$ cat src/design/art_pkg.sv
package art_pkg;

  localparam int MAX_REGIONS = 16;
  localparam int PAGE_SHIFT  = 12;
  localparam int IDX_W       = $clog2(MAX_REGIONS);
  localparam int CNT_W       = $clog2(MAX_REGIONS + 1);
  localparam logic [63:0] PAGE_MASK = (64'd1 << PAGE_SHIFT) - 64'd1;

  typedef enum logic [1:0] {
    OP_LOOKUP = 2'd0,
    OP_INSERT = 2'd1,
    OP_RESIZE = 2'd2,
    OP_REMOVE = 2'd3
  } op_t;

  typedef enum logic [2:0] {
    ST_OK        = 3'd0,
    ST_INVALID   = 3'd1,
    ST_OVERLAP   = 3'd2,
    ST_FULL      = 3'd3,
    ST_NOT_FOUND = 3'd4,
    ST_BAD_INDEX = 3'd5
  } status_t;

  typedef struct packed {
    logic [1:0]  op;
    logic [63:0] lookup_address;
    logic [63:0] region_start;
    logic [63:0] region_end;
    logic [15:0] region_flags;
    logic [3:0]  region_index;
  } in_word_t;

  typedef struct packed {
    logic [2:0]  status;
    logic        hit;
    logic [3:0]  found_index;
    logic [63:0] found_start;
    logic [63:0] found_end;
    logic [15:0] found_flags;
    logic [4:0]  regions_in_use;
  } out_word_t;

  // one table entry as held in the ram
  typedef struct packed {
    logic [63:0] rstart;
    logic [63:0] rend;
    logic [15:0] rflags;
  } entry_t;

  // kind of result, also selects the table side effects
  typedef enum logic [3:0] {
    RK_NOT_FOUND,
    RK_HIT,
    RK_INVALID,
    RK_OVERLAP,
    RK_FULL,
    RK_BAD_INDEX,
    RK_RS_BAD,
    RK_RS_OK,
    RK_INS_OK,
    RK_RM_OK
  } res_kind_t;

  typedef enum logic [1:0] {
    RD_PTR,
    RD_PTR_M1,
    RD_PTR_P1,
    RD_IDX
  } rd_sel_t;

  typedef enum logic [2:0] {
    P_HOLD,
    P_ZERO,
    P_INC,
    P_DEC,
    P_CNT,
    P_IDX,
    P_HIT
  } ptr_op_t;

  typedef enum logic [3:0] {
    S_IDLE,
    S_DISP,
    S_LK_CCHK,
    S_LK_CRES,
    S_LK_RD,
    S_LK_CHK,
    S_IN_RD,
    S_IN_CHK,
    S_IN_SH,
    S_IN_WR,
    S_RS_CHK,
    S_RM_CAP,
    S_RM_SH,
    S_RM_WR,
    S_OUT
  } state_t;

  typedef struct packed {
    logic      capture;
    logic      rd_en;
    rd_sel_t   rd_sel;
    ptr_op_t   ptr_op;
    logic      prev_clr;
    logic      prev_ld;
    logic      pos_ld;
    logic      cap_ld;
    logic      wr_shift;
    logic      res_ld;
    res_kind_t res_kind;
    logic      out_ld;
  } dp_cmd_t;

  typedef struct packed {
    op_t  op;
    logic cache_ok;
    logic idx_bad;
    logic ins_bad;
    logic full;
    logic ptr_lt_cnt;
    logic ptr_gt_pos;
    logic ptr_p1_lt_cnt;
    logic contains;
    logic start_le_s;
    logic ovl_next;
    logic ovl_end;
    logic rs_bad;
    logic out_free;
  } dp_stat_t;

endpackage

$ cat src/design/address_region_table_top.sv
// throughput: one word at a time; each table entry visited needs a registered ram read
//   and then a state that uses or moves the read data
// reset: rst_n synchronous active low clears the region count, the remembered hit,
//   the output valid and the controller; table contents are not cleared and are only read below the count
module address_region_table_top (
  input  logic               clk,
  input  logic               rst_n,
  input  logic               in_valid,
  output logic               in_ready,
  input  art_pkg::in_word_t  in_data,
  output logic               out_valid,
  input  logic               out_ready,
  output art_pkg::out_word_t out_data
);
  import art_pkg::*;

  dp_cmd_t  cmd;
  dp_stat_t stat;

  art_ctrl u_ctrl (
    .clk      (clk),
    .rst_n    (rst_n),
    .in_valid (in_valid),
    .in_ready (in_ready),
    .cmd      (cmd),
    .stat     (stat)
  );

  art_datapath u_dp (
    .clk       (clk),
    .rst_n     (rst_n),
    .cmd       (cmd),
    .stat      (stat),
    .in_data   (in_data),
    .out_valid (out_valid),
    .out_ready (out_ready),
    .out_data  (out_data)
  );

endmodule

$ cat src/design/art_ram.sv
module art_ram #(
  parameter int W = 8,
  parameter int D = 16
) (
  input  logic                 clk,
  input  logic                 we,
  input  logic [$clog2(D)-1:0] waddr,
  input  logic [W-1:0]         wdata,
  input  logic                 re,
  input  logic [$clog2(D)-1:0] raddr,
  output logic [W-1:0]         rdata
);

  logic [W-1:0] mem [D];

  always_ff @(posedge clk) begin
    if (we) begin
      mem[waddr] <= wdata;
    end
    if (re) begin
      rdata <= mem[raddr];
    end
  end

endmodule

$ cat src/design/art_datapath.sv
module art_datapath (
  input  logic              clk,
  input  logic              rst_n,
  input  art_pkg::dp_cmd_t  cmd,
  output art_pkg::dp_stat_t stat,
  input  art_pkg::in_word_t in_data,
  output logic              out_valid,
  input  logic              out_ready,
  output art_pkg::out_word_t out_data
);
  import art_pkg::*;

  in_word_t          req_r;
  logic [CNT_W-1:0]  cnt_r, cnt_nxt;
  logic [IDX_W-1:0]  hit_idx_r, hit_idx_nxt;
  logic              hit_vld_r, hit_vld_nxt;
  logic [CNT_W-1:0]  ptr_r, ptr_nxt;
  logic [CNT_W-1:0]  pos_r;
  logic [63:0]       prev_end_r;
  logic              have_prev_r, have_prev_nxt;
  entry_t            cap_r;
  out_word_t         res_r, res_nxt;
  out_word_t         out_r, out_nxt;
  logic              out_vld_r, out_vld_nxt;

  entry_t            ram_q, wdata;
  logic              we;
  logic [IDX_W-1:0]  waddr, raddr;
  logic [CNT_W-1:0]  ptr_p1, ptr_m1, idx_ext;
  logic              prev_ovl;

  assign ptr_p1  = ptr_r + CNT_W'(1);
  assign ptr_m1  = ptr_r - CNT_W'(1);
  assign idx_ext = CNT_W'(req_r.region_index);

  // table storage
  art_ram #(.W($bits(entry_t)), .D(MAX_REGIONS)) u_ram (
    .clk   (clk),
    .we    (we),
    .waddr (waddr),
    .wdata (wdata),
    .re    (cmd.rd_en),
    .raddr (raddr),
    .rdata (ram_q)
  );

  // read address
  always_comb begin
    case (cmd.rd_sel)
      RD_PTR:    raddr = ptr_r[IDX_W-1:0];
      RD_PTR_M1: raddr = ptr_m1[IDX_W-1:0];
      RD_PTR_P1: raddr = ptr_p1[IDX_W-1:0];
      RD_IDX:    raddr = IDX_W'(req_r.region_index);
      default:   raddr = ptr_r[IDX_W-1:0];
    endcase
  end

  // write port: shifts, new region, resized region
  always_comb begin
    we    = 1'b0;
    waddr = ptr_r[IDX_W-1:0];
    wdata = ram_q;
    if (cmd.wr_shift) begin
      we = 1'b1;
    end else if (cmd.res_ld && cmd.res_kind == RK_INS_OK) begin
      we    = 1'b1;
      wdata = '{rstart: req_r.region_start, rend: req_r.region_end,
                rflags: req_r.region_flags};
    end else if (cmd.res_ld && cmd.res_kind == RK_RS_OK) begin
      we    = 1'b1;
      waddr = IDX_W'(req_r.region_index);
      wdata = '{rstart: req_r.region_start, rend: req_r.region_end,
                rflags: ram_q.rflags};
    end
  end

  // status to the controller
  assign prev_ovl = have_prev_r && (prev_end_r > req_r.region_start);
  always_comb begin
    stat.op            = op_t'(req_r.op);
    stat.cache_ok      = hit_vld_r && (CNT_W'(hit_idx_r) < cnt_r);
    stat.idx_bad       = idx_ext >= cnt_r;
    stat.ins_bad       = req_r.region_start >= req_r.region_end;
    stat.full          = cnt_r >= CNT_W'(MAX_REGIONS);
    stat.ptr_lt_cnt    = ptr_r < cnt_r;
    stat.ptr_gt_pos    = ptr_r > pos_r;
    stat.ptr_p1_lt_cnt = ptr_p1 < cnt_r;
    stat.contains      = (ram_q.rstart <= req_r.lookup_address) &&
                         (req_r.lookup_address < ram_q.rend);
    stat.start_le_s    = ram_q.rstart <= req_r.region_start;
    stat.ovl_end       = prev_ovl;
    stat.ovl_next      = prev_ovl || (ram_q.rstart < req_r.region_end);
    stat.rs_bad        = ((req_r.region_start & PAGE_MASK) != 64'd0) ||
                         ((req_r.region_end & PAGE_MASK) != 64'd0) ||
                         (req_r.region_start >= req_r.region_end) ||
                         !((ram_q.rstart <= req_r.region_start) &&
                           (req_r.region_end <= ram_q.rend));
    stat.out_free      = !out_vld_r || out_ready;
  end

  // pointer
  always_comb begin
    case (cmd.ptr_op)
      P_HOLD:  ptr_nxt = ptr_r;
      P_ZERO:  ptr_nxt = '0;
      P_INC:   ptr_nxt = ptr_p1;
      P_DEC:   ptr_nxt = ptr_m1;
      P_CNT:   ptr_nxt = cnt_r;
      P_IDX:   ptr_nxt = idx_ext;
      P_HIT:   ptr_nxt = CNT_W'(hit_idx_r);
      default: ptr_nxt = ptr_r;
    endcase
  end

  // result word and bookkeeping side effects
  always_comb begin
    res_nxt       = res_r;
    cnt_nxt       = cnt_r;
    hit_idx_nxt   = hit_idx_r;
    hit_vld_nxt   = hit_vld_r;
    have_prev_nxt = have_prev_r;
    out_vld_nxt   = out_vld_r;
    out_nxt       = res_r;
    out_nxt.regions_in_use = 5'(cnt_r);
    if (cmd.prev_clr) begin
      have_prev_nxt = 1'b0;
    end else if (cmd.prev_ld) begin
      have_prev_nxt = 1'b1;
    end
    if (cmd.res_ld) begin
      res_nxt = '0;
      case (cmd.res_kind)
        RK_NOT_FOUND: res_nxt.status = ST_NOT_FOUND;
        RK_HIT: begin
          res_nxt.status      = ST_OK;
          res_nxt.hit         = 1'b1;
          res_nxt.found_index = 4'(ptr_r);
          res_nxt.found_start = ram_q.rstart;
          res_nxt.found_end   = ram_q.rend;
          res_nxt.found_flags = ram_q.rflags;
          hit_idx_nxt         = ptr_r[IDX_W-1:0];
          hit_vld_nxt         = 1'b1;
        end
        RK_INVALID, RK_OVERLAP, RK_FULL: begin
          res_nxt.status      = (cmd.res_kind == RK_INVALID) ? ST_INVALID :
                                (cmd.res_kind == RK_OVERLAP) ? ST_OVERLAP : ST_FULL;
          res_nxt.found_start = req_r.region_start;
          res_nxt.found_end   = req_r.region_end;
          res_nxt.found_flags = req_r.region_flags;
        end
        RK_BAD_INDEX: begin
          res_nxt.status      = ST_BAD_INDEX;
          res_nxt.found_index = req_r.region_index;
        end
        RK_RS_BAD: begin
          res_nxt.status      = ST_INVALID;
          res_nxt.found_index = req_r.region_index;
          res_nxt.found_start = ram_q.rstart;
          res_nxt.found_end   = ram_q.rend;
          res_nxt.found_flags = ram_q.rflags;
        end
        RK_RS_OK: begin
          res_nxt.status      = ST_OK;
          res_nxt.found_index = req_r.region_index;
          res_nxt.found_start = req_r.region_start;
          res_nxt.found_end   = req_r.region_end;
          res_nxt.found_flags = ram_q.rflags;
        end
        RK_INS_OK: begin
          res_nxt.status      = ST_OK;
          res_nxt.found_index = 4'(ptr_r);
          res_nxt.found_start = req_r.region_start;
          res_nxt.found_end   = req_r.region_end;
          res_nxt.found_flags = req_r.region_flags;
          cnt_nxt             = cnt_r + CNT_W'(1);
          hit_vld_nxt         = 1'b0;
        end
        RK_RM_OK: begin
          res_nxt.status      = ST_OK;
          res_nxt.found_index = req_r.region_index;
          res_nxt.found_start = cap_r.rstart;
          res_nxt.found_end   = cap_r.rend;
          res_nxt.found_flags = cap_r.rflags;
          cnt_nxt             = cnt_r - CNT_W'(1);
          hit_vld_nxt         = 1'b0;
        end
        default: res_nxt.status = ST_NOT_FOUND;
      endcase
    end
    // output register
    if (cmd.out_ld) begin
      out_vld_nxt = 1'b1;
    end else if (out_ready) begin
      out_vld_nxt = 1'b0;
    end
  end

  // control registers
  always_ff @(posedge clk) begin
    if (!rst_n) begin
      cnt_r       <= '0;
      hit_idx_r   <= '0;
      hit_vld_r   <= 1'b0;
      have_prev_r <= 1'b0;
      out_vld_r   <= 1'b0;
    end else begin
      cnt_r       <= cnt_nxt;
      hit_idx_r   <= hit_idx_nxt;
      hit_vld_r   <= hit_vld_nxt;
      have_prev_r <= have_prev_nxt;
      out_vld_r   <= out_vld_nxt;
    end
  end

  // payload registers
  always_ff @(posedge clk) begin
    if (cmd.capture) begin
      req_r <= in_data;
    end
    ptr_r <= ptr_nxt;
    if (cmd.pos_ld) begin
      pos_r <= ptr_r;
    end
    if (cmd.prev_ld) begin
      prev_end_r <= ram_q.rend;
    end
    if (cmd.cap_ld) begin
      cap_r <= ram_q;
    end
    res_r <= res_nxt;
    if (cmd.out_ld) begin
      out_r <= out_nxt;
    end
  end

  assign out_valid = out_vld_r;
  assign out_data  = out_r;

  // checks
  a_cnt_max: assert property (@(posedge clk) disable iff (!rst_n)
    cnt_r <= CNT_W'(MAX_REGIONS))
    else $error("region count above table size");

  a_hit_in_range: assert property (@(posedge clk) disable iff (!rst_n)
    hit_vld_r |-> (CNT_W'(hit_idx_r) < cnt_r))
    else $error("remembered hit points past the table");

  a_ins_count: assert property (@(posedge clk) disable iff (!rst_n)
    (cmd.res_ld && cmd.res_kind == RK_INS_OK) |=> (cnt_r == $past(cnt_r) + CNT_W'(1)))
    else $error("insert did not grow the table by one");

endmodule

$ cat src/design/art_ctrl.sv
module art_ctrl (
  input  logic              clk,
  input  logic              rst_n,
  input  logic              in_valid,
  output logic              in_ready,
  output art_pkg::dp_cmd_t  cmd,
  input  art_pkg::dp_stat_t stat
);
  import art_pkg::*;

  state_t state_r, state_nxt;

  // state register
  always_ff @(posedge clk) begin
    if (!rst_n) begin
      state_r <= S_IDLE;
    end else begin
      state_r <= state_nxt;
    end
  end

  // next state and commands
  always_comb begin
    state_nxt = state_r;
    cmd       = '0;
    in_ready  = 1'b0;
    case (state_r)
      S_IDLE: begin
        in_ready = 1'b1;
        if (in_valid) begin
          cmd.capture = 1'b1;
          state_nxt   = S_DISP;
        end
      end
      S_DISP: begin
        case (stat.op)
          OP_LOOKUP: begin
            if (stat.cache_ok) begin
              cmd.ptr_op = P_HIT;
              state_nxt  = S_LK_CCHK;
            end else begin
              cmd.ptr_op = P_ZERO;
              state_nxt  = S_LK_RD;
            end
          end
          OP_INSERT: begin
            if (stat.ins_bad) begin
              cmd.res_ld   = 1'b1;
              cmd.res_kind = RK_INVALID;
              state_nxt    = S_OUT;
            end else begin
              cmd.ptr_op   = P_ZERO;
              cmd.prev_clr = 1'b1;
              state_nxt    = S_IN_RD;
            end
          end
          default: begin
            if (stat.idx_bad) begin
              cmd.res_ld   = 1'b1;
              cmd.res_kind = RK_BAD_INDEX;
              state_nxt    = S_OUT;
            end else begin
              cmd.rd_en  = 1'b1;
              cmd.rd_sel = RD_IDX;
              state_nxt  = (stat.op == OP_RESIZE) ? S_RS_CHK : S_RM_CAP;
            end
          end
        endcase
      end
      // remembered hit: read it first
      S_LK_CCHK: begin
        cmd.rd_en  = 1'b1;
        cmd.rd_sel = RD_PTR;
        state_nxt  = S_LK_CRES;
      end
      // a stale remembered hit restarts the walk from entry zero
      S_LK_CRES: begin
        if (stat.contains) begin
          cmd.res_ld   = 1'b1;
          cmd.res_kind = RK_HIT;
          state_nxt    = S_OUT;
        end else begin
          cmd.ptr_op = P_ZERO;
          state_nxt  = S_LK_RD;
        end
      end
      S_LK_RD: begin
        if (stat.ptr_lt_cnt) begin
          cmd.rd_en  = 1'b1;
          cmd.rd_sel = RD_PTR;
          state_nxt  = S_LK_CHK;
        end else begin
          cmd.res_ld   = 1'b1;
          cmd.res_kind = RK_NOT_FOUND;
          state_nxt    = S_OUT;
        end
      end
      S_LK_CHK: begin
        if (stat.contains) begin
          cmd.res_ld   = 1'b1;
          cmd.res_kind = RK_HIT;
          state_nxt    = S_OUT;
        end else begin
          cmd.ptr_op = P_INC;
          state_nxt  = S_LK_RD;
        end
      end
      // insert: find the sorted position
      S_IN_RD: begin
        if (stat.ptr_lt_cnt) begin
          cmd.rd_en  = 1'b1;
          cmd.rd_sel = RD_PTR;
          state_nxt  = S_IN_CHK;
        end else if (stat.ovl_end) begin
          cmd.res_ld   = 1'b1;
          cmd.res_kind = RK_OVERLAP;
          state_nxt    = S_OUT;
        end else if (stat.full) begin
          cmd.res_ld   = 1'b1;
          cmd.res_kind = RK_FULL;
          state_nxt    = S_OUT;
        end else begin
          cmd.pos_ld = 1'b1;
          cmd.ptr_op = P_CNT;
          state_nxt  = S_IN_SH;
        end
      end
      S_IN_CHK: begin
        if (stat.start_le_s) begin
          cmd.prev_ld = 1'b1;
          cmd.ptr_op  = P_INC;
          state_nxt   = S_IN_RD;
        end else if (stat.ovl_next) begin
          cmd.res_ld   = 1'b1;
          cmd.res_kind = RK_OVERLAP;
          state_nxt    = S_OUT;
        end else if (stat.full) begin
          cmd.res_ld   = 1'b1;
          cmd.res_kind = RK_FULL;
          state_nxt    = S_OUT;
        end else begin
          cmd.pos_ld = 1'b1;
          cmd.ptr_op = P_CNT;
          state_nxt  = S_IN_SH;
        end
      end
      // insert: open a slot, moving entries up from the top
      S_IN_SH: begin
        if (stat.ptr_gt_pos) begin
          cmd.rd_en  = 1'b1;
          cmd.rd_sel = RD_PTR_M1;
          state_nxt  = S_IN_WR;
        end else begin
          cmd.res_ld   = 1'b1;
          cmd.res_kind = RK_INS_OK;
          state_nxt    = S_OUT;
        end
      end
      S_IN_WR: begin
        cmd.wr_shift = 1'b1;
        cmd.ptr_op   = P_DEC;
        state_nxt    = S_IN_SH;
      end
      S_RS_CHK: begin
        cmd.res_ld   = 1'b1;
        cmd.res_kind = stat.rs_bad ? RK_RS_BAD : RK_RS_OK;
        state_nxt    = S_OUT;
      end
      // remove: keep the old entry, then close the gap
      S_RM_CAP: begin
        cmd.cap_ld = 1'b1;
        cmd.ptr_op = P_IDX;
        state_nxt  = S_RM_SH;
      end
      S_RM_SH: begin
        if (stat.ptr_p1_lt_cnt) begin
          cmd.rd_en  = 1'b1;
          cmd.rd_sel = RD_PTR_P1;
          state_nxt  = S_RM_WR;
        end else begin
          cmd.res_ld   = 1'b1;
          cmd.res_kind = RK_RM_OK;
          state_nxt    = S_OUT;
        end
      end
      S_RM_WR: begin
        cmd.wr_shift = 1'b1;
        cmd.ptr_op   = P_INC;
        state_nxt    = S_RM_SH;
      end
      S_OUT: begin
        if (stat.out_free) begin
          cmd.out_ld = 1'b1;
          state_nxt  = S_IDLE;
        end
      end
      default: state_nxt = S_IDLE;
    endcase
  end

  // checks
  a_out_from_out: assert property (@(posedge clk) disable iff (!rst_n)
    cmd.out_ld |-> (state_r == S_OUT))
    else $error("result loaded outside the output state");

  a_one_result: assert property (@(posedge clk) disable iff (!rst_n)
    (state_r == S_OUT && stat.out_free) |=> (state_r == S_IDLE))
    else $error("output state did not return to idle");

  a_shift_write: assert property (@(posedge clk) disable iff (!rst_n)
    cmd.wr_shift |-> $past(cmd.rd_en))
    else $error("shift write without a preceding read");

endmodule

$ cat config.mk
export PLATFORM = sky130hd
export DESIGN_NAME = address_region_table_top
export DESIGN_NICKNAME = d
export VERILOG_FILES = /design/src/design/art_pkg.sv /design/src/design/address_region_table_top.sv /design/src/design/art_ram.sv /design/src/design/art_datapath.sv /design/src/design/art_ctrl.sv
export SDC_FILE = /design/constraint.sdc
export NUM_CORES = 2
export LEC_CHECK = 0
export BUFFER_PORTS_ARGS = -buffer_cell sky130_fd_sc_hd__buf_4
export CAP_MARGIN = 20
export CORE_AREA = 3 3 426 533
export DETAILED_ROUTE_END_ITERATION = 8
export DIE_AREA = 0 0 429 536
export PLACE_DENSITY = 0.84
export REMOVE_ABC_BUFFERS = 1
export SYNTH_ARGS = -nofsm -noshare
export SYNTH_HDL_FRONTEND = slang
export SYNTH_SLANG_ARGS = --single-unit
$ cat constraint.sdc
create_clock -name clk -period 14.8 [get_ports clk]
set_input_delay 1.48 -clock clk [delete_from_list [all_inputs] [get_ports clk]]
set_output_delay 1.48 -clock clk [all_outputs]
set_load 0.01 [all_outputs]
# --- Yosys cells after proc, flatten, opt, wreduce, memory -nomap -nowiden ---
# Memories as Yosys holds them, arrays and structs flattened. A register that Yosys moved wholly into a read port is not among the register bits.
# Index checks and enable logic that the tools add are counted.
classes:
  n_div: 0
  reduce_logical: 39
  addsub: 4
  n_eq_ne: 36
  bitwise: 1
  magnitude_cmp: 13
  shift: 0
  muxes: 88
  n_mul: 0
ops:
  columns: ["op", "n"]
  rows:
  - ["$pmux 144 s4", 1]
  - ["$mux 144", 3]
  - ["$le 64x64->1", 3]
  - ["$lt 64x64->1", 2]
  - ["$reduce_bool 64->1", 2]
  - ["$ge 64x64->1", 1]
  - ["$gt 64x64->1", 1]
  - ["$mux 5", 11]
  - ["$pmux 4 s13", 1]
  - ["$mux 3", 16]
  - ["$mux 4", 12]
  - ["$pmux 5 s8", 1]
  - ["$eq 4x4->1 const B", 9]
  - ["$eq 4x3->1 const B", 8]
  - ["$pmux 5 s6", 1]
  - ["$mux 1", 28]
  - ["$pmux 3 s8", 1]
  - ["$pmux 5 s2", 2]
  - ["$reduce_or 2->1", 9]
  - ["$eq 4x2->1 const B", 4]
  - ["$pmux 4 s2", 2]
  - ["$pmux 4 s4", 1]
  - ["$pmux 3 s5", 1]
  - ["$pmux 3 s4", 1]
  - ["28 further kinds", 60]
word_totals:
  n_memories: 1
  output_inout_bits: 159
  elab_cells: 213
  latch_bits: 0
  regBits: 757
  input_bits: 218
  mem_bits_rw: 2304
  romBits: 0
mem_list:
  columns: ["name", "words", "width", "rd", "rd_ports_with_merged_regs", "write_ports", "line_no", "rtl"]
  rows:
  - ["u_dp.u_ram.mem", 16, 144, 1, 1, 1, "art_ram.sv:14", "logic [W-1:0] mem [D];"]

# --- Depth between registers and ports, before layout ---
logic_depth:
  word_depth: 13
  mapped_depth: 19
  depth_no_buf: 17

# --- Cells and area by module ---
# From an unflattened synthesis, not the netlist that was laid out.
unflattened:
  hier_cells: 6845
  hier_area_um2: 129974.7
by_module_without_submodules:
  columns: ["module", "area_each_um2", "seq_area_each_um2", "n_inst", "cells_per_inst"]
  rows:
  - ["art_ram", 90885.9, 73510.5, 1, 3773]
  - ["art_datapath", 38319.3, 22491.6, 1, 2950]
  - ["art_ctrl", 769.5, 80.1, 1, 122]

# --- Worst setup path after synthesis ---
# No wires, ideal clock.
synth_path:
  kind: "reg-to-reg"
  startpoint: "reg u_dp.req_r[22] in the netlist's numbering"
  endpoint: "mem u_dp.u_ram.mem[12][0] in the netlist's numbering (enable)"
  required_time_ps: 14105
  period_less_slack_ps: 10607
  path_stages_with_launch: 13
  n_path_buf: 0
  arrival_ps: 9912
  setup_time_ps: 695
  setup_slack_ps: 4193
  cell_sequence: "edfxtp_1 inv_1 ha_1 a211o_1 a31oi_1 nor4_1 o2111a_1 o21ai_0 o211ai_1 nor4_1 nor2b_1 nand2_1 a21oi_1"
synth_via:
  elab_chain_cells: 13
  word_cells_on_any_way: 28
  classes_between: "order compare: 3; eq/ne: 2; mux: 14; reduce/logical: 9"
synth_rtl:
  columns: ["element", "line_no", "rtl"]
  rows:
  - ["start, declared", "art_datapath.sv:13", "in_word_t req_r;"]
  - ["start signal, assigned", "art_datapath.sv:218", "req_r <= in_data;"]
  - ["$le 64x64->1 or $reduce_bool 64->1 (tied branches)", "art_datapath.sv:97, art_datapath.sv:94", null]
  - ["$logic_and 1x1->1 or $logic_or 1x1->1 (tied branches)", "art_datapath.sv:96, art_datapath.sv:93", null]
  - ["$logic_not 1->1 or $logic_or 1x1->1 (tied branches)", "art_datapath.sv:96, art_datapath.sv:94", null]
  - ["$logic_or 1x1->1", "art_datapath.sv:95", "(req_r.region_start >= req_r.region_end) ||"]
  - ["$mux 1", "art_ctrl.sv:166", "cmd.res_kind = stat.rs_bad ? RK_RS_BAD : RK_RS_OK;"]
  - ["$pmux 5 s8 (*)", "art_ctrl.sv:27", "case (state_r)"]
  - ["$eq 4x3->1", "art_datapath.sv:69", "end else if (cmd.res_ld && cmd.res_kind == RK_RS_OK) begin"]
  - ["$logic_and 1x1->1", "art_datapath.sv:69", null]
  - ["$mux 1", "art_datapath.sv:69", null]
  - ["$mux 1", "art_datapath.sv:65", "end else if (cmd.res_ld && cmd.res_kind == RK_INS_OK) begin"]
  - ["$mux 1", "art_datapath.sv:63", "if (cmd.wr_shift) begin"]
  - ["$mux 1", "art_ram.sv:17", "if (we) begin"]
  - ["$mux 1 (not written as such)", "art_ram.sv:18", "mem[waddr] <= wdata;"]
  - ["end, declared", "art_ram.sv:14", null]
# Mark *: on every way between the ends. The rest lies on a longest branch, timed or not.

# --- Worst setup path in the final report ---
layout_path:
  startpoint: "reg u_dp.req_r[33] in the netlist's numbering"
  endpoint: "mem u_dp.u_ram.mem[4][130] in the netlist's numbering (enable)"
layout_via:
  elab_chain_cells: 13
  word_cells_on_any_way: 26
  classes_between: "order compare: 3; eq/ne: 2; mux: 14; reduce/logical: 7"
layout_rtl:
  columns: ["element", "line_no", "rtl"]
  rows:
  - ["$le 64x64->1", "art_datapath.sv:97", "(req_r.region_end <= ram_q.rend));"]
  - ["$logic_and 1x1->1", "art_datapath.sv:96", "!((ram_q.rstart <= req_r.region_start) &&"]
  - ["$logic_not 1->1", "art_datapath.sv:96", null]
  - ["$logic_or 1x1->1", "art_datapath.sv:95", null]
  - ["$mux 1", "art_ctrl.sv:166", null]
  - ["$pmux 5 s8 (*)", "art_ctrl.sv:27", null]
  - ["$eq 4x3->1", "art_datapath.sv:69", null]
  - ["$logic_and 1x1->1", "art_datapath.sv:69", null]
  - ["$mux 1", "art_datapath.sv:69", null]
  - ["$mux 1", "art_datapath.sv:65", null]
  - ["$mux 1", "art_datapath.sv:63", null]
  - ["$mux 1", "art_ram.sv:17", null]
  - ["$mux 1 (not written as such)", "art_ram.sv:18", null]
# Marks and branches as above.

==> results.md <==
- CP cell instances: inv_1 -> ha_1 -> a21o_1 -> a21o_1 -> a21oi_1 -> nor3_1 -> nor4b_1 -> o211ai_1 -> buf_4 -> nor4_1 -> buf_4 -> nor2b_1 -> nand2_1 -> a21oi_4 -> buf_4 -> buf_4
- Max VDD drop: 407 uV
- Hold crit path type: reg2reg
- Max-slew headroom: 0.113
- I/O pin cnt: 377
- Most used cell, CP: buf_4
- Post-route antenna net violation count: 0
- Vias: 86597
- Storage cell area: 0.0961 mm2
- Max frequency: 0.128 GHz
- # clock sinks: 3205
- Via density per instance: 6.81
- TNS Setup: 0 ns
- CP required: 15.26 ns
- Tot GR Track Use: 0.323
- I/O Buffers: 376
- Final hold vios: 0
- CTS clk-pin slew, worst paths: 0.06 ns
- Setup crit start kind: flop
- Top cell type by total area after synthesis: edfxtp_1
- NumNets Final: 10244
- CTS buffer count: 307
- Area Overhead vs Synth: 12.4%
- Layout cells sized above 1: 0.114
- Fin util: 0.673
- PwrDens: 223 mW/mm2
- CTS Hold Bufs: 0
- Clock buffer depth: 4
- Area after DPL: 0.140 mm2
- Post-synth top area share: 0.720
- Initial DRC count: 13574
- Vias in the first global route: 84653
- Leakage: 0.0524 uW
- CP max FO: 51
- Crit Path Class: reg2reg
- Post-synth EDFFs: 3189
- Leading cell type in the layout, fill and taps excluded: edfxtp_1
- MaxCap Viol Count: 0
- Worst clock skew: 0.0692 ns
- Status: complete, no violations
- Area taken by multi-input logic gates: 0.0339 mm2
- Routed WL: 382 mm
- Async SR Flop Fraction: 0
- DIE HEIGHT: 536 um
- Global-route wire length before repair: 551 mm
- Postcts setup bufs: 0
- H-tree levels: 5
- FILL cells: 13891
- CTS tree: built
- Die X: 429 um
- Root Driver: clkbuf_16
- Synthesized area: 0.133 mm2
- Core area: 0.222 mm2
- Period utilization: 0.528
- Die area: 0.230 mm2
- Post-route cell area: 0.149 mm2
- Most frequent cells in the layout: 3189 x edfxtp_1, 1424 x nand2_1, 614 x buf_4
- Synth Flop Type: edfxtp_1
- Non-filler cells, final: 12720
- Placed cell count: 12161
- Total gr overflow: 0
- Initial Util: 0.599
- Largest net degree at the start of global routing: 240
- Cells after Synth: 9141
- Yosys warns: 0
- Slew @ Worst Pin: 1.33 ns
- Row count: 193
- Remaining DRCs: 0
- Post-CTS sizing: 0
- Synthesized flop and latch total: 3205
- RSZ-0062 raised after global routing: false
- CP peak stage delay: 1.04 ns
- CP max-delay cell: nor4b_1
- Final setup fails: 0
- Routability cong.: 1.00
- Critical Path AT: 8.27 ns
- Synth area leaders: edfxtp_1 72%, ha_1 4.4%, nand2_1 4.0%
- Post-synth cell types: 71
- Mapped Avg Cell Area: 14.5 um2
- WL/cell: 30.1 um
- Fin crit period: 7.81 ns
- Crit path buffers/inverters: 5
- Delay-heaviest family, CP: buffers and inverters
- Clk Latency, worst-skew pair: 0.89 ns
- Tot Pwr: 33300 uW
- Worst Setup End Kind: flop
- TritonRoute pass-1 iters: 8
- Slew Limit Fails: 0
- Antenna violations before repair: 24
- Seq/Total Area, Yosys: 0.723
- Post-detail-place hpwl: 222 mm
-- metrics by stage --
step | hold WS [ns] | setup slack [ns]
6_report | 0.416 | 6.99
4_1_cts | 0.417 | 7.28
3_5_place_dp | 0.405 | 7.33
2_1_floorplan | 0.400 | -32.12
5_1_grt | 0.425 | 6.96
3_3_place_gp | 0.401 | 7.13
-- registers in the layout, indices dropped and copies added (netlist names) --
signal            count
u_dp.hit_idx_r        4
u_dp.u_ram.mem     2304
u_dp.out_valid        1
u_dp.hit_vld_r        1
u_dp.cnt_r            5
u_ctrl.state_r        4
u_dp.ptr_r            5
u_dp.prev_end_r      64
u_dp.out_nxt        152
u_dp.have_prev_r      1
u_dp.u_ram.rdata    144
u_dp.req_r          208
u_dp.cap_r          144
u_dp.pos_r            5
u_dp.out_data       157
u_dp.idx_ext          4
u_dp.stat             2
-- power by group --
part	total, uW	switching, uW	internal (uW)
Combinational	11900	8520	3370
Sequential	13800	953	12900
Clock	7630	3330	4300
-- cell usage after synthesis (6+ instances only) --
| cell | instances |
|---|---|
| nand3_1 | 49 |
| buf_6 | 13 |
| inv_1 | 307 |
| nor2b_1 | 19 |
| nor2_1 | 99 |
| ha_1 | 471 |
| o21a_1 | 7 |
| buf_2 | 17 |
| a21oi_1 | 192 |
| a211oi_1 | 596 |
| a311oi_1 | 578 |
| nand2b_1 | 20 |
| clkbuf_1 | 510 |
| a21o_1 | 74 |
| nand4_1 | 73 |
| a31oi_1 | 10 |
| xnor2_1 | 7 |
| and4_1 | 10 |
| o21ai_0 | 247 |
| nor3_1 | 32 |
| a221o_1 | 132 |
| nor4_1 | 38 |
| a221oi_1 | 13 |
| edfxtp_1 | 3189 |
| dfxtp_1 | 16 |
| nand2_1 | 1428 |
| o211ai_1 | 16 |
| a22oi_1 | 20 |
| or4_1 | 145 |
| and2_1 | 579 |
| buf_1 | 10 |
| nor3b_1 | 7 |
| a22o_1 | 6 |
| and3_1 | 137 |
-- final cells by class --
cell class / instances / share of cell area
clock inverter: 157 / 0.00961
timing repair buffer: 654 / 0.0341
inverter: 309 / 0.00776
clock buffer: 373 / 0.0541
multi-input combinational: 5077 / 0.227
sequential: 3205 / 0.643
tap: 2925 / 0.0245
antenna: 20 / 0.000335
-- per-layer routing --
layer	up-vias	GRT usage	wire length, um
met5	-	0	72
met2	6704	0.510	178000
met4	12	0.188	25300
li1	36359	-	-
met3	1292	0.0774	49700
met1	42230	0.413	130000
-- worst paths after layout --
path / slack, ns / end / start / cells past startpoint
setup / recovery: 6.99 / u_dp.u_ram.mem[4][130]$_DFFE_PP_ / u_dp.req_r[33]$_DFFE_PP_ / 16
hold / removal: 0.42 / u_dp.out_data[19]$_DFFE_PP_ / u_dp.out_nxt[19]$_DFFE_PN_ / 0
setup reg to reg: 6.99 / u_dp.u_ram.mem[4][130]$_DFFE_PP_ / u_dp.req_r[33]$_DFFE_PP_ / 16
hold reg to reg: 0.42 / u_dp.out_data[19]$_DFFE_PP_ / u_dp.out_nxt[19]$_DFFE_PN_ / 0
-- cells by family (layout without fill, tap and decap cells) --
kind of cell	Yosys count	in the layout	synth area share
AO/OA/AOI/OAI	1937	1937	0.110
XOR/XNOR	11	11	0.000724
adder cells (fa/ha/maj)	472	472	0.0445
buffers and inverters	859	1493	0.0251
flip-flops	3205	3205	0.723
multiplexers	4	4	0.000310
other	0	20	0
AND/OR/NAND/NOR	2653	2653	0.0972
(Power assumes the default switching activity.)
